`config.mk`:
```
export PLATFORM = sky130hd
export DESIGN_NAME = heading_pid_turn_with_settle_flat
export DESIGN_NICKNAME = d
export VERILOG_FILES = /design/src/hpts_pkg.sv /design/src/hpts_if.sv /design/src/hpts_front.sv /design/src/hpts_queue.sv /design/src/hpts_back.sv /design/src/heading_pid_turn_with_settle.sv /design/src/flat_wrapper.sv
export SDC_FILE = /design/constraint.sdc
export NUM_CORES = 2
export LEC_CHECK = 0
export BUFFER_PORTS_ARGS = -buffer_cell sky130_fd_sc_hd__buf_2
export CAP_MARGIN = 20
export CORE_UTILIZATION = 55
export DETAILED_ROUTE_END_ITERATION = 16
export PLACE_DENSITY = 0.71
export SLEW_MARGIN = 10
export SYNTH_ARGS = -nofsm -noshare
export SYNTH_HDL_FRONTEND = slang
export SYNTH_HIERARCHICAL = 1
export SYNTH_SLANG_ARGS = --single-unit
```
`constraint.sdc`:
```
create_clock -name clk_i -period 8.8 [get_ports clk_i]
set_clock_uncertainty 0.05 [all_clocks]
set_input_delay 0.88 -clock clk_i [delete_from_list [all_inputs] [get_ports clk_i]]
set_output_delay 0.88 -clock clk_i [all_outputs]
set_load 0.01 [all_outputs]
```
`src/hpts_pkg.sv`:
```
// Types and constants of the heading PID turn controller.
`default_nettype none

package hpts_pkg;

  // field widths
  localparam int unsigned AngleW   = 17;
  localparam int unsigned HeadingW = 16;
  localparam int unsigned GainW    = 16;
  localparam int unsigned TolW     = 12;
  localparam int unsigned SettleW  = 8;
  localparam int unsigned TickW    = 16;
  localparam int unsigned SumW     = 32;
  localparam int unsigned SpeedW   = 17;
  localparam int unsigned DerrW    = AngleW + 1;

  // configuration port
  localparam int unsigned CfgIdxW  = 3;
  localparam int unsigned CfgDataW = 17;

  typedef enum logic [CfgIdxW-1:0] {
    RegTarget   = 3'd0,
    RegGainP    = 3'd1,
    RegGainI    = 3'd2,
    RegGainD    = 3'd3,
    RegTol      = 3'd4,
    RegSettle   = 3'd5,
    RegTimeout  = 3'd6,
    RegNone     = 3'd7
  } cfg_reg_e;

  // product and accumulator widths
  localparam int unsigned PrdPW  = AngleW + GainW + 1;
  localparam int unsigned PrdIW  = SumW + GainW + 1;
  localparam int unsigned PrdDW  = DerrW + GainW + 1;
  localparam int unsigned AccW   = PrdIW + 1;
  localparam int unsigned FracW  = 8;
  localparam int unsigned ShW    = AccW - FracW;
  localparam int          RoundBias  = 128;
  localparam int          SpeedLimit = 60000;

  // completion state, one-hot
  typedef enum logic [2:0] {
    FinRun      = 3'b001,
    FinSettled  = 3'b010,
    FinTimedOut = 3'b100
  } fin_state_e;

  typedef struct packed {
    logic signed [AngleW-1:0] target_angle;
    logic [GainW-1:0]         gain_p;
    logic [GainW-1:0]         gain_i;
    logic [GainW-1:0]         gain_d;
    logic [TolW-1:0]          settle_tolerance;
    logic [SettleW-1:0]       settle_count;
    logic [TickW-1:0]         timeout_ticks;
  } cfg_t;

  localparam cfg_t CfgReset = '{
    target_angle:     17'sd0,
    gain_p:           16'd154,
    gain_i:           16'd0,
    gain_d:           16'd512,
    settle_tolerance: 12'd50,
    settle_count:     8'd5,
    timeout_ticks:    16'd300
  };

  // classified tick handed from front to back
  typedef struct packed {
    logic                     active;
    logic                     settled;
    logic                     timed_out;
    logic signed [AngleW-1:0] err;
    logic signed [SumW-1:0]   sum;
    logic signed [DerrW-1:0]  derr;
  } job_t;

endpackage

`default_nettype wire

```
`src/hpts_if.sv`:
```
// Channel interfaces: heading input, speed output, configuration writes.
`default_nettype none

interface hpts_in_if;
  logic                             valid;
  logic                             ready;
  logic [hpts_pkg::HeadingW-1:0]    heading_sample;
  logic                             restart;

  modport source (output valid, heading_sample, restart, input ready);
  modport sink   (input valid, heading_sample, restart, output ready);
endinterface

interface hpts_out_if;
  logic                             valid;
  logic                             ready;
  logic signed [hpts_pkg::SpeedW-1:0] left_speed;
  logic signed [hpts_pkg::SpeedW-1:0] right_speed;
  logic                             settled;
  logic                             timed_out;

  modport source (output valid, left_speed, right_speed, settled, timed_out, input ready);
  modport sink   (input valid, left_speed, right_speed, settled, timed_out, output ready);
endinterface

interface hpts_cfg_if;
  logic                             valid;
  logic                             ready;
  logic [hpts_pkg::CfgIdxW-1:0]     index;
  logic [hpts_pkg::CfgDataW-1:0]    data;

  modport source (output valid, index, data, input ready);
  modport sink   (input valid, index, data, output ready);
endinterface

`default_nettype wire

```
`src/hpts_front.sv`:
```
// Front end: takes heading words, updates loop state, classifies each tick.
`default_nettype none

module hpts_front (
  input  wire logic           clk_i,
  input  wire logic           rst_ni,
  hpts_in_if.sink             in_i,
  input  wire hpts_pkg::cfg_t cfg_i,
  input  wire logic           full_i,
  output logic                push_o,
  output hpts_pkg::job_t      push_data_o
);

  localparam int unsigned AW = hpts_pkg::AngleW;
  localparam int unsigned SW = hpts_pkg::SumW;
  localparam int unsigned DW = hpts_pkg::DerrW;

  hpts_pkg::fin_state_e             fin_q, fin_d, fin_cur;
  logic signed [SW-1:0]             sum_q, sum_d, sum_cur;
  logic signed [AW-1:0]             last_q, last_d, last_cur;
  logic [hpts_pkg::SettleW-1:0]     run_q, run_d, run_cur, run_nxt;
  logic [hpts_pkg::TickW-1:0]       tick_q, tick_d, tick_cur;

  logic signed [DW-1:0]             raw;
  logic [DW-1:0]                    mag;
  logic signed [AW-1:0]             err;
  logic signed [SW:0]               sum_wide;
  logic signed [SW-1:0]             sum_sat;
  logic                             hit;

  assign in_i.ready = !full_i;
  assign push_o     = in_i.valid && !full_i;

  // restart clears the run before this tick is evaluated
  always_comb begin
    fin_cur  = in_i.restart ? hpts_pkg::FinRun : fin_q;
    sum_cur  = in_i.restart ? '0 : sum_q;
    last_cur = in_i.restart ? '0 : last_q;
    run_cur  = in_i.restart ? '0 : run_q;
    tick_cur = in_i.restart ? '0 : tick_q;
  end

  // error, saturated integral, on-target test and next run count
  always_comb begin
    raw = {cfg_i.target_angle[AW-1], cfg_i.target_angle}
        - $signed({2'b00, in_i.heading_sample});
    // only negative overflow is possible
    if (raw[DW-1] && !raw[DW-2]) begin
      err = {1'b1, {(AW-1){1'b0}}};
    end else begin
      err = raw[AW-1:0];
    end
    sum_wide = {sum_cur[SW-1], sum_cur} + (SW+1)'(err);
    if (sum_wide[SW] != sum_wide[SW-1]) begin
      sum_sat = sum_wide[SW] ? {1'b1, {(SW-1){1'b0}}} : {1'b0, {(SW-1){1'b1}}};
    end else begin
      sum_sat = sum_wide[SW-1:0];
    end
    mag = raw[DW-1] ? DW'(-raw) : DW'(raw);
    hit = mag < DW'(cfg_i.settle_tolerance);
    if (!hit) begin
      run_nxt = '0;
    end else if (&run_cur) begin
      run_nxt = run_cur;
    end else begin
      run_nxt = run_cur + 1'b1;
    end
  end

  // tick sequencing
  always_comb begin
    fin_d  = fin_cur;
    sum_d  = sum_cur;
    last_d = last_cur;
    run_d  = run_cur;
    tick_d = tick_cur;
    unique case (fin_cur)
      hpts_pkg::FinRun: begin
        if (tick_cur >= cfg_i.timeout_ticks) begin
          fin_d = hpts_pkg::FinTimedOut;
        end else begin
          sum_d  = sum_sat;
          last_d = err;
          tick_d = tick_cur + 1'b1;
          run_d  = run_nxt;
          if (run_nxt >= cfg_i.settle_count) begin
            fin_d = hpts_pkg::FinSettled;
          end
        end
      end
      default: ;
    endcase

    push_data_o.active    = (fin_d == hpts_pkg::FinRun);
    push_data_o.settled   = (fin_d == hpts_pkg::FinSettled);
    push_data_o.timed_out = (fin_d == hpts_pkg::FinTimedOut);
    push_data_o.err       = err;
    push_data_o.sum       = sum_sat;
    push_data_o.derr      = DW'(err) - DW'(last_cur);
  end

  always_ff @(posedge clk_i or negedge rst_ni) begin
    if (!rst_ni) begin
      fin_q  <= hpts_pkg::FinRun;
      sum_q  <= '0;
      last_q <= '0;
      run_q  <= '0;
      tick_q <= '0;
    end else if (push_o) begin
      fin_q  <= fin_d;
      sum_q  <= sum_d;
      last_q <= last_d;
      run_q  <= run_d;
      tick_q <= tick_d;
    end
  end

endmodule

`default_nettype wire

```
`src/hpts_queue.sv`:
```
// Small FIFO between the front and back ends.
`default_nettype none

module hpts_queue #(
  parameter int unsigned Depth = 2
) (
  input  wire logic           clk_i,
  input  wire logic           rst_ni,
  input  wire logic           push_i,
  input  wire hpts_pkg::job_t push_data_i,
  output logic                full_o,
  input  wire logic           pop_i,
  output logic                empty_o,
  output hpts_pkg::job_t      pop_data_o
);

  localparam int unsigned PtrW = (Depth > 1) ? $clog2(Depth) : 1;
  localparam int unsigned CntW = $clog2(Depth + 1);

  hpts_pkg::job_t    slot_q [Depth];
  logic [PtrW-1:0]   wr_ptr_q, rd_ptr_q;
  logic [CntW-1:0]   cnt_q;
  logic              do_push, do_pop;

  assign full_o     = (cnt_q == CntW'(Depth));
  assign empty_o    = (cnt_q == '0);
  assign do_push    = push_i && !full_o;
  assign do_pop     = pop_i && !empty_o;
  assign pop_data_o = slot_q[rd_ptr_q];

  // payload storage
  always_ff @(posedge clk_i) begin
    if (do_push) begin
      slot_q[wr_ptr_q] <= push_data_i;
    end
  end

  // pointers and fill count
  always_ff @(posedge clk_i or negedge rst_ni) begin
    if (!rst_ni) begin
      wr_ptr_q <= '0;
      rd_ptr_q <= '0;
      cnt_q    <= '0;
    end else begin
      if (do_push) begin
        wr_ptr_q <= (wr_ptr_q == PtrW'(Depth - 1)) ? '0 : wr_ptr_q + 1'b1;
      end
      if (do_pop) begin
        rd_ptr_q <= (rd_ptr_q == PtrW'(Depth - 1)) ? '0 : rd_ptr_q + 1'b1;
      end
      if (do_push && !do_pop) begin
        cnt_q <= cnt_q + 1'b1;
      end else if (do_pop && !do_push) begin
        cnt_q <= cnt_q - 1'b1;
      end
    end
  end

endmodule

`default_nettype wire

```
`src/hpts_back.sv`:
```
// Back end: gain products, then rounding, clamp and output register.
`default_nettype none

module hpts_back (
  input  wire logic           clk_i,
  input  wire logic           rst_ni,
  input  wire hpts_pkg::cfg_t cfg_i,
  input  wire logic           empty_i,
  input  wire hpts_pkg::job_t pop_data_i,
  output logic                pop_o,
  hpts_out_if.source          out_o
);

  localparam int unsigned PW  = hpts_pkg::PrdPW;
  localparam int unsigned IW  = hpts_pkg::PrdIW;
  localparam int unsigned DPW = hpts_pkg::PrdDW;
  localparam int unsigned AW  = hpts_pkg::AccW;
  localparam int unsigned SHW = hpts_pkg::ShW;
  localparam int unsigned OW  = hpts_pkg::SpeedW;
  localparam logic signed [SHW-1:0] SpeedHi = SHW'(hpts_pkg::SpeedLimit);
  localparam logic signed [SHW-1:0] SpeedLo = SHW'(-hpts_pkg::SpeedLimit);

  logic                 s1_valid_q, out_valid_q, adv, load_s1;
  logic                 s1_active_q, s1_settled_q, s1_timed_q;
  logic signed [PW-1:0]  prd_p_q;
  logic signed [IW-1:0]  prd_i_q;
  logic signed [DPW-1:0] prd_d_q;

  logic signed [AW-1:0]  acc;
  logic signed [SHW-1:0] speed_wide;
  logic signed [OW-1:0]  speed;

  logic signed [OW-1:0]  left_q, right_q;
  logic                  settled_q, timed_q;

  assign adv     = !out_valid_q || out_o.ready;
  assign load_s1 = !s1_valid_q || adv;
  assign pop_o   = !empty_i && load_s1;

  // stage 1: three gain products
  always_ff @(posedge clk_i) begin
    if (pop_o) begin
      prd_p_q      <= pop_data_i.err  * $signed({1'b0, cfg_i.gain_p});
      prd_i_q      <= pop_data_i.sum  * $signed({1'b0, cfg_i.gain_i});
      prd_d_q      <= pop_data_i.derr * $signed({1'b0, cfg_i.gain_d});
      s1_active_q  <= pop_data_i.active;
      s1_settled_q <= pop_data_i.settled;
      s1_timed_q   <= pop_data_i.timed_out;
    end
  end

  // stage 2: sum, round to nearest, clamp; zero speed once the run has finished
  always_comb begin
    acc = AW'(prd_p_q) + AW'(prd_i_q) + AW'(prd_d_q) + AW'(hpts_pkg::RoundBias);
    speed_wide = SHW'(acc >>> hpts_pkg::FracW);
    if (!s1_active_q) begin
      speed = '0;
    end else if (speed_wide > SpeedHi) begin
      speed = OW'(SpeedHi);
    end else if (speed_wide < SpeedLo) begin
      speed = OW'(SpeedLo);
    end else begin
      speed = OW'(speed_wide);
    end
  end

  always_ff @(posedge clk_i) begin
    if (adv && s1_valid_q) begin
      left_q    <= speed;
      right_q   <= -speed;
      settled_q <= s1_settled_q;
      timed_q   <= s1_timed_q;
    end
  end

  // stage valid flags
  always_ff @(posedge clk_i or negedge rst_ni) begin
    if (!rst_ni) begin
      s1_valid_q  <= 1'b0;
      out_valid_q <= 1'b0;
    end else begin
      if (load_s1) begin
        s1_valid_q <= !empty_i;
      end
      if (adv) begin
        out_valid_q <= s1_valid_q;
      end
    end
  end

  assign out_o.valid       = out_valid_q;
  assign out_o.left_speed  = left_q;
  assign out_o.right_speed = right_q;
  assign out_o.settled     = settled_q;
  assign out_o.timed_out   = timed_q;

endmodule

`default_nettype wire

```
`src/heading_pid_turn_with_settle.sv`:
```
// Heading PID turn controller with settle and timeout detection.
//
// Channels: in_i carries one heading word per control tick (heading_sample,
// restart); out_o returns one word per tick (left_speed, right_speed =
// -left_speed, settled, timed_out); cfg_i writes the seven control registers
// by index (target, gain P/I/D, tolerance, settle count, timeout) and is
// always ready. The user must write registers only while no tick is in
// flight; the block does not enforce it. Throughput: one tick per clock
// while out_o does not stall. The loop state (integral, previous error, run
// and tick counters, completion state) is updated in the front end as each
// word is accepted; the gain products and rounding run afterwards in a
// two-stage back end behind a small FIFO. Reset clears the loop state,
// loads the register defaults and empties the pipeline. When out_o stalls,
// the back end holds its result; the FIFO keeps taking words until it is
// full, then in_i.ready drops.
`default_nettype none

module heading_pid_turn_with_settle #(
  parameter int unsigned QueueDepth = 2
) (
  input  wire logic clk_i,
  input  wire logic rst_ni,
  hpts_in_if.sink   in_i,
  hpts_out_if.source out_o,
  hpts_cfg_if.sink  cfg_i
);

  hpts_pkg::cfg_t cfg_q;
  hpts_pkg::job_t push_data, pop_data;
  logic           push, full, pop, empty;

  assign cfg_i.ready = 1'b1;

  // configuration registers
  always_ff @(posedge clk_i or negedge rst_ni) begin
    if (!rst_ni) begin
      cfg_q <= hpts_pkg::CfgReset;
    end else if (cfg_i.valid) begin
      unique case (hpts_pkg::cfg_reg_e'(cfg_i.index))
        hpts_pkg::RegTarget:  cfg_q.target_angle     <= cfg_i.data[16:0];
        hpts_pkg::RegGainP:   cfg_q.gain_p           <= cfg_i.data[15:0];
        hpts_pkg::RegGainI:   cfg_q.gain_i           <= cfg_i.data[15:0];
        hpts_pkg::RegGainD:   cfg_q.gain_d           <= cfg_i.data[15:0];
        hpts_pkg::RegTol:     cfg_q.settle_tolerance <= cfg_i.data[11:0];
        hpts_pkg::RegSettle:  cfg_q.settle_count     <= cfg_i.data[7:0];
        hpts_pkg::RegTimeout: cfg_q.timeout_ticks    <= cfg_i.data[15:0];
        default: ;
      endcase
    end
  end

  hpts_front u_front (
    .clk_i       (clk_i),
    .rst_ni      (rst_ni),
    .in_i        (in_i),
    .cfg_i       (cfg_q),
    .full_i      (full),
    .push_o      (push),
    .push_data_o (push_data)
  );

  hpts_queue #(
    .Depth (QueueDepth)
  ) u_queue (
    .clk_i       (clk_i),
    .rst_ni      (rst_ni),
    .push_i      (push),
    .push_data_i (push_data),
    .full_o      (full),
    .pop_i       (pop),
    .empty_o     (empty),
    .pop_data_o  (pop_data)
  );

  hpts_back u_back (
    .clk_i      (clk_i),
    .rst_ni     (rst_ni),
    .cfg_i      (cfg_q),
    .empty_i    (empty),
    .pop_data_i (pop_data),
    .pop_o      (pop),
    .out_o      (out_o)
  );

endmodule

`default_nettype wire

```
`src/flat_wrapper.sv`:
```
// flat-port wrapper written by rule: the top's interface ports become plain ports
module heading_pid_turn_with_settle_flat 
#(
  parameter int unsigned QueueDepth = 2
)
  (clk_i, rst_ni, in_i_valid, in_i_heading_sample, in_i_restart, in_i_ready, out_o_valid, out_o_left_speed, out_o_right_speed, out_o_settled, out_o_timed_out, out_o_ready, cfg_i_valid, cfg_i_index, cfg_i_data, cfg_i_ready);
  hpts_in_if in_i_i ();
  hpts_out_if out_o_i ();
  hpts_cfg_if cfg_i_i ();
  input  wire logic clk_i;
  input  wire logic rst_ni;
  input wire logic [$bits(in_i_i.valid)-1:0] in_i_valid;
  input wire logic [$bits(in_i_i.heading_sample)-1:0] in_i_heading_sample;
  input wire logic [$bits(in_i_i.restart)-1:0] in_i_restart;
  output wire logic [$bits(in_i_i.ready)-1:0] in_i_ready;
  output wire logic [$bits(out_o_i.valid)-1:0] out_o_valid;
  output wire logic [$bits(out_o_i.left_speed)-1:0] out_o_left_speed;
  output wire logic [$bits(out_o_i.right_speed)-1:0] out_o_right_speed;
  output wire logic [$bits(out_o_i.settled)-1:0] out_o_settled;
  output wire logic [$bits(out_o_i.timed_out)-1:0] out_o_timed_out;
  input wire logic [$bits(out_o_i.ready)-1:0] out_o_ready;
  input wire logic [$bits(cfg_i_i.valid)-1:0] cfg_i_valid;
  input wire logic [$bits(cfg_i_i.index)-1:0] cfg_i_index;
  input wire logic [$bits(cfg_i_i.data)-1:0] cfg_i_data;
  output wire logic [$bits(cfg_i_i.ready)-1:0] cfg_i_ready;
  assign in_i_i.valid = in_i_valid;
  assign in_i_i.heading_sample = in_i_heading_sample;
  assign in_i_i.restart = in_i_restart;
  assign in_i_ready = in_i_i.ready;
  assign out_o_valid = out_o_i.valid;
  assign out_o_left_speed = out_o_i.left_speed;
  assign out_o_right_speed = out_o_i.right_speed;
  assign out_o_settled = out_o_i.settled;
  assign out_o_timed_out = out_o_i.timed_out;
  assign out_o_i.ready = out_o_ready;
  assign cfg_i_i.valid = cfg_i_valid;
  assign cfg_i_i.index = cfg_i_index;
  assign cfg_i_i.data = cfg_i_data;
  assign cfg_i_ready = cfg_i_i.ready;
  heading_pid_turn_with_settle #(.QueueDepth(QueueDepth)) u_core (.clk_i(clk_i), .rst_ni(rst_ni), .in_i(in_i_i), .out_o(out_o_i), .cfg_i(cfg_i_i));
endmodule
```
# Word-level counts from Yosys, hierarchy flattened
# Memories as Yosys holds them, arrays and structs flattened.
# Index checks and enable logic that the tools add are counted.
[classes]
add_sub_neg = 14
mul = 3
n_lt_le_gt_ge = 5
eq_ne = 12
muxes = 31
reduce_logical = 28
[op_table]
columns = ["op", "count"]
rows = [
  ["32-bit two-way mux", 5],
  ["17-bit two-way mux", 7],
  ["34-bit by 49-bit adder with 50-bit output", 1],
  ["50-bit by 35-bit adder with 50-bit output", 1],
  ["50-bit by 9-bit adder with 50-bit output, second input constant", 1],
  ["32-bit by 17-bit multiplier with 49-bit output", 1],
  ["16-bit two-way mux", 3],
  ["42-bit by 17-bit greater-than comparator with 1-bit output, second input constant", 1],
  ["42-bit by 17-bit less-than comparator with 1-bit output, second input constant", 1],
  ["8-bit two-way mux", 5],
  ["17-bit by 17-bit subtractor with 18-bit output", 2],
  ["18-bit by 17-bit multiplier with 35-bit output", 1],
  ["17-bit by 17-bit multiplier with 34-bit output", 1],
  ["32-bit by 17-bit adder with 33-bit output", 1],
  ["18-bit by 12-bit less-than comparator with 1-bit output", 1],
  ["18-bit two-way mux", 1],
  ["18-bit negator", 1],
  ["17-bit negator", 1],
  ["16-bit by 1-bit adder with 16-bit output, second input constant", 1],
  ["16-bit >= comparator", 1],
  ["2-bit AND reduction", 7],
  ["3-bit equality test, second input constant", 4],
  ["3-bit two-way mux", 4],
  ["3-bit by 1-bit equality test with 1-bit output, second input constant", 3],
  ["17 further kinds", 38],
]
[word_totals]
register_bits = 340
mem_bits_rw = 140
inputBits = 42
mem_count = 1
[memory_table]
columns = ["name", "depth", "word_bits", "rd", "rd_clocked_by_memory_dff", "wr", "line_no", "source"]
rows = [
  ["u_core.u_queue.slot_q", 2, 70, 1, 0, 1, "hpts_queue.sv:20", "hpts_pkg::job_t slot_q [Depth];"],
]

# Depth between registers and ports, before layout
[depth]
ltp_word = 10
mapped_depth = 35

# Modules after synthesis
# Netlist, hierarchy kept.
[by_module_without_submodules]
columns = ["mod", "instances", "cells_each", "area_per_inst_um2", "seq_area_each_um2"]
rows = [
  ["hpts_back", 1, 5357, 49452.4, 4734.5],
  ["hpts_front", 1, 1131, 8839.7, 1903.1],
  ["hpts_queue", 1, 237, 5599.1, 4304.1],
  ["heading_pid_turn_with_settle", 1, 223, 3906.2, 2544.9],
]

# Least setup slack after synthesis
# OpenSTA, ideal clock, no wires.
[synth_timing]
kind = "input to register"
from = "input port out_o_ready"
to = "register u_core.u_queue.cnt_q[1]"
setup_time_ns = 0.079
arrival_ns = 8.421
t_required_ns = 8.671
setup_slack_ns = 0.249
stages = 6
path_cell_list = "nor2b_1 > a21oi_1 > o21ai_1 > ha_1 > nor2_1 > xor2_1"
[synth_via]
elab_chain_cells = 7
[synth_lines]
columns = ["element", "line_no", "source"]
rows = [
  ["from (decl)", "flat_wrapper.sv:21", "input wire logic [$bits(out_o_i.ready)-1:0] out_o_ready;"],
  ["1-bit logical OR *", "hpts_back.sv:36", "assign adv = !out_valid_q || out_o.ready;"],
  ["1-bit logical OR *", "hpts_back.sv:37", "assign load_s1 = !s1_valid_q || adv;"],
  ["1-bit logical AND *", "hpts_back.sv:38", "assign pop_o = !empty_i && load_s1;"],
  ["named net u_core.pop", "heading_pid_turn_with_settle.sv:30", "logic push, full, pop, empty;"],
  ["1-bit logical AND *", "hpts_queue.sv:28", "assign do_pop = pop_i && !empty_o;"],
  ["1-bit logical NOT", "hpts_queue.sv:51", "if (do_push && !do_pop) begin"],
  ["1-bit logical AND", "hpts_queue.sv:51", ""],
  ["2-bit two-way mux or 2-bit nonzero test (tied branches)", "--", ""],
  ["to (signal assigned)", "hpts_queue.sv:52", "cnt_q <= cnt_q + 1'b1;"],
  ["to (signal assigned)", "hpts_queue.sv:54", "cnt_q <= cnt_q - 1'b1;"],
  ["to (decl)", "hpts_queue.sv:22", "logic [CntW-1:0] cnt_q;"],
]
# The timed path passes the listed nets; every way through them passes the cells marked *.
# A chain may end at the register's enable or synchronous reset.

==> impl_table.tex <==
\begin{tabular}{lr}
\hline
Metric & Value \\
\hline
\multicolumn{2}{l}{\textbf{Status}} \\
Outcome & finished, final reports clean \\
\multicolumn{2}{l}{\textbf{CTS}} \\
Hold-fix buffers at CTS & 0 \\
Num Clock Sinks & 479 \\
Quantity of gates resized following cts & 0 \\
Clock network latency to the later pin of the worst-skew pair & 0.69 ns \\
Clock root buffer & sky130\_fd\_sc\_hd\_\_clkbuf\_16 \\
Clock transition at the register clock pins on the worst setup and hold paths after CTS & 0.06 ns \\
Deepest level of the CTS H-tree & 2 \\
Number of buffers inserted by post-CTS setup repair & 0 \\
Clk buf depth & 3 \\
Clock tree from TritonCTS & done \\
Total CTS buffers & 54 \\
\multicolumn{2}{l}{\textbf{Setup path}} \\
Class of the most critical setup path & flop to flop \\
Critical path capture point type & flop \\
Critical path arrival & between 8 and 9 ns \\
Maximum fanout along the worst path & 37 \\
R2R depth & 27 \\
Critical path data required time & a little over 9 ns \\
Startpoint type of the worst setup path & flop \\
Worst setup slack for register-to-register paths & about 0.60 ns \\
\multicolumn{2}{l}{\textbf{Die}} \\
Die Span X & 353 um \\
I/O pin count & 81 \\
Core area & 122000 sq um \\
Num rows & approximately 130 \\
Y dimension of the die & around 350 um \\
Initial Util & between 50\% and 60\% \\
Die area & 125000 sq um \\
\multicolumn{2}{l}{\textbf{Yosys}} \\
Post-Syn Nets & about 8600 \\
Syn Area/Cell & 9.76 sq um \\
Unique masters post-synth & 106 \\
Combined area of all synthesized cells & a little under 70000 sq um \\
Post-synthesis sequential area ratio & approximately a fifth \\
Post-synthesis instance total & $\sim$6900 \\
Total of flip-flops plus latches after synthesis & 479 \\
Most used DFF post-synth & sky130\_fd\_sc\_hd\_\_edfxtp\_1 \\
Share of async-settable or async-resettable flops after synthesis & 38.2\% \\
Number of warnings reported in the yosys synthesis log & 6 \\
Number of synthesized flops with an enable pin & 296 \\
\multicolumn{2}{l}{\textbf{STA}} \\
Worst Max-Slew Pin Slew & between 1 and 1.5 ns \\
RSZ-0062 raised after global routing & no \\
Setup Viol. Count Final & 0 \\
Normalized max-slew margin & 25.4\% \\
Final max-slew violation count & 0 \\
Final hold vios & 0 \\
Period minus WS final & just over 8 ns \\
Fin crit share & 93.2\% \\
Maximum achievable frequency & 122 MHz \\
Summed negative setup slack over all endpoints & 0 ns \\
\multicolumn{2}{l}{\textbf{Detailed routing}} \\
Vias per inst & 5.58 \\
Initial DRC Count & 3223 \\
DRC violation count after routing & 0 \\
Post-DRT Antenna Nets & 0 \\
Via count & 47834 \\
Count of TritonRoute iterations in the first routing pass & 5 \\
Total Routed Length & 170000 um \\
Average detailed-routed wire length per instance & 19.8 um \\
\multicolumn{2}{l}{\textbf{Place}} \\
Gp weighted congestion & just over 0.9 \\
Number of I/O port buffers & 79 \\
Total half-perimeter wirelength after legalization and detailed placement & 134000 um \\
\multicolumn{2}{l}{\textbf{Final layout}} \\
Layout overhead on the synthesized area & 5.65\% \\
Share of final-layout standard cells stronger than drive strength 1 & 6.99\% \\
Number of nets in the layout & between 8000 and 9000 \\
Commonest cells after routing, fill and taps aside & sky130\_fd\_sc\_hd\_\_inv\_1 (1466), sky130\_fd\_sc\_hd\_\_fa\_1 (1112), sky130\_fd\_sc\_hd\_\_nand2\_1 (828), sky130\_fd\_sc\_hd\_\_ha\_1 (492), sky130\_fd\_sc\_hd\_\_and2\_1 (460) \\
Commonest non-fill, non-tap cell in the layout & sky130\_fd\_sc\_hd\_\_inv\_1 \\
\multicolumn{2}{l}{\textbf{GRT}} \\
Number of global-route vias before repair & 51210 \\
Residual overflow from global routing & 0 \\
Number of antenna violations at the first check in global routing & 7 \\
Overall global routing resource usage & between 20\% and 30\% \\
Pin count of the biggest net entering global routing & 107 \\
Wire length of the first global-routing pass & $\sim$280000 um \\
\multicolumn{2}{l}{\textbf{Min path}} \\
Class of the most critical hold timing path & primary input to async pin \\
\multicolumn{2}{l}{\textbf{Flow run}} \\
Max-Cap Viols & 0 \\
\hline
\end{tabular}
[final cells by class]
class / instances / area [sq um]
repair buffers: 139 / 891
multi-input cells: 4749 / 47700
flip-flops and latches: 479 / 13500
clock inverters: 39 / 538
clock buffers: 63 / 1430
diodes: 4 / 10.0
fillers: 10520 / 50400
well taps: 1625 / 2030
inverters: 1467 / 5510
[cell usage after synthesis (all sizes together) (12+ instances only)]
master	instances	area, sq um
o21bai	24	180
nand2	829	3120
clkbuf	214	803
nor2	228	871
a31oi	26	184
nor2b	100	626
and2	462	2890
a21oi	191	963
ha	492	6160
dfstp	15	394
a211oi	19	153
or2	14	87.6
and3	37	231
o21ai	189	965
a2111oi	13	114
nand2b	51	319
nor3	52	272
dfrtp	168	4200
nor4	17	121
a22o	15	131
xor2	68	614
inv	1466	5500
a21o	100	758
o211ai	25	203
buf	39	344
nand4	28	181
mux2	174	2260
a221o	12	120
o31ai	12	90.1
nand3	65	330
xnor2	165	1450
edfxtp	296	8890
fa	1112	22300
o21a	43	323
maj3	23	230
a21boi	19	143
[worst max-delay path, cell delays in order, from the launching register on]
cell	delay (ns)
sky130_fd_sc_hd__dfrtp_4	0.66
sky130_fd_sc_hd__buf_12	0.32
sky130_fd_sc_hd__mux2_4	0.32
sky130_fd_sc_hd__nand2_1	0.10
sky130_fd_sc_hd__fa_1	0.43
sky130_fd_sc_hd__inv_1	0.08
sky130_fd_sc_hd__fa_1	0.42
sky130_fd_sc_hd__ha_1	0.23
sky130_fd_sc_hd__fa_1	0.53
sky130_fd_sc_hd__inv_1	0.05
sky130_fd_sc_hd__fa_1	0.46
sky130_fd_sc_hd__fa_1	0.54
sky130_fd_sc_hd__inv_1	0.04
sky130_fd_sc_hd__ha_1	0.33
sky130_fd_sc_hd__o21a_1	0.21
sky130_fd_sc_hd__o21ai_0	0.35
sky130_fd_sc_hd__nor2_1	0.11
sky130_fd_sc_hd__o21ai_0	0.16
sky130_fd_sc_hd__and3_1	0.26
sky130_fd_sc_hd__o41ai_1	0.12
sky130_fd_sc_hd__o31a_1	0.29
sky130_fd_sc_hd__a21oi_1	0.28
sky130_fd_sc_hd__a311oi_1	0.17
sky130_fd_sc_hd__o41ai_1	0.69
sky130_fd_sc_hd__o21a_1	0.22
sky130_fd_sc_hd__nor2_1	0.07
sky130_fd_sc_hd__a221oi_1	0.30
sky130_fd_sc_hd__xnor2_1	0.09
[worst paths after layout]
check,startpoint,to
hold / removal,rst_ni,u_core/u_front/sum_q[25]
hold reg to reg,u_core/u_back/s1_timed_q,u_core/u_back/out_o.timed_out
setup reg to reg,u_core/u_queue/rd_ptr_q,u_core/u_back/prd_i_q[48]
min in group clk_i,cfg_i_data[16],u_core/cfg_q[100]
setup / recovery,u_core/u_queue/rd_ptr_q,u_core/u_back/prd_i_q[48]
max in group asynchronous,rst_ni,u_core/cfg_q[47]
[metal layers]
metal  vias up  GRT usage, %  share of wire [%]
met2      1667          45.9                 47
met3       313          3.91                6.9
met5         -             0             0.0065
met1     24270          38.7                 42
met4         2          10.1                3.8
li1      21582             -                  -
[kinds of logic (layout without fill, tap and decap cells)]
family / Yosys count / after routing / share of synthesized area (%)
AND/OR/NAND/NOR: 1935 / 1935 / 14.0
buffers and inverters: 1720 / 1708 / 9.81
adder cells (fa/ha/maj): 1627 / 1627 / 42.3
AO/OA/AOI/OAI: 770 / 770 / 7.49
flip-flops: 479 / 479 / 19.9
XOR/XNOR: 233 / 233 / 3.04
multiplexers: 183 / 183 / 3.46
other: 1 / 5 / 0.00553
[state kept, by name, indices dropped and copies added (netlist names), 17 cells and up]
name and flops:
u_core/u_front/sum_q 32, u_core/u_front/last_q 17, u_core/cfg_q 101, u_core/u_back/prd_i_q 49, u_core/u_back/prd_p_q 34, u_core/u_queue/slot_q 140
u_core/u_back/out_o.left_speed 17, u_core/u_back/prd_d_q 35
[per-stage QoR]
stage	instance area (sq um)	instances	worst slack, ns	utilization [%]	hold WS [ns]
finish	71600	8565	0.600	58.7	0.258
global route	71600	8562	0.117	58.7	0.353
CTS	71600	8559	0.613	58.7	0.291
detailed placement	69600	8457	0.625	57.0	0.363
global placement	69600	8457	0.720	57.0	0.354
floorplan	67800	6948	0.249	-	0.350
Power is not shown: default switching activity piles up to over one toggle a cycle in this logic, so the estimate is an artifact.
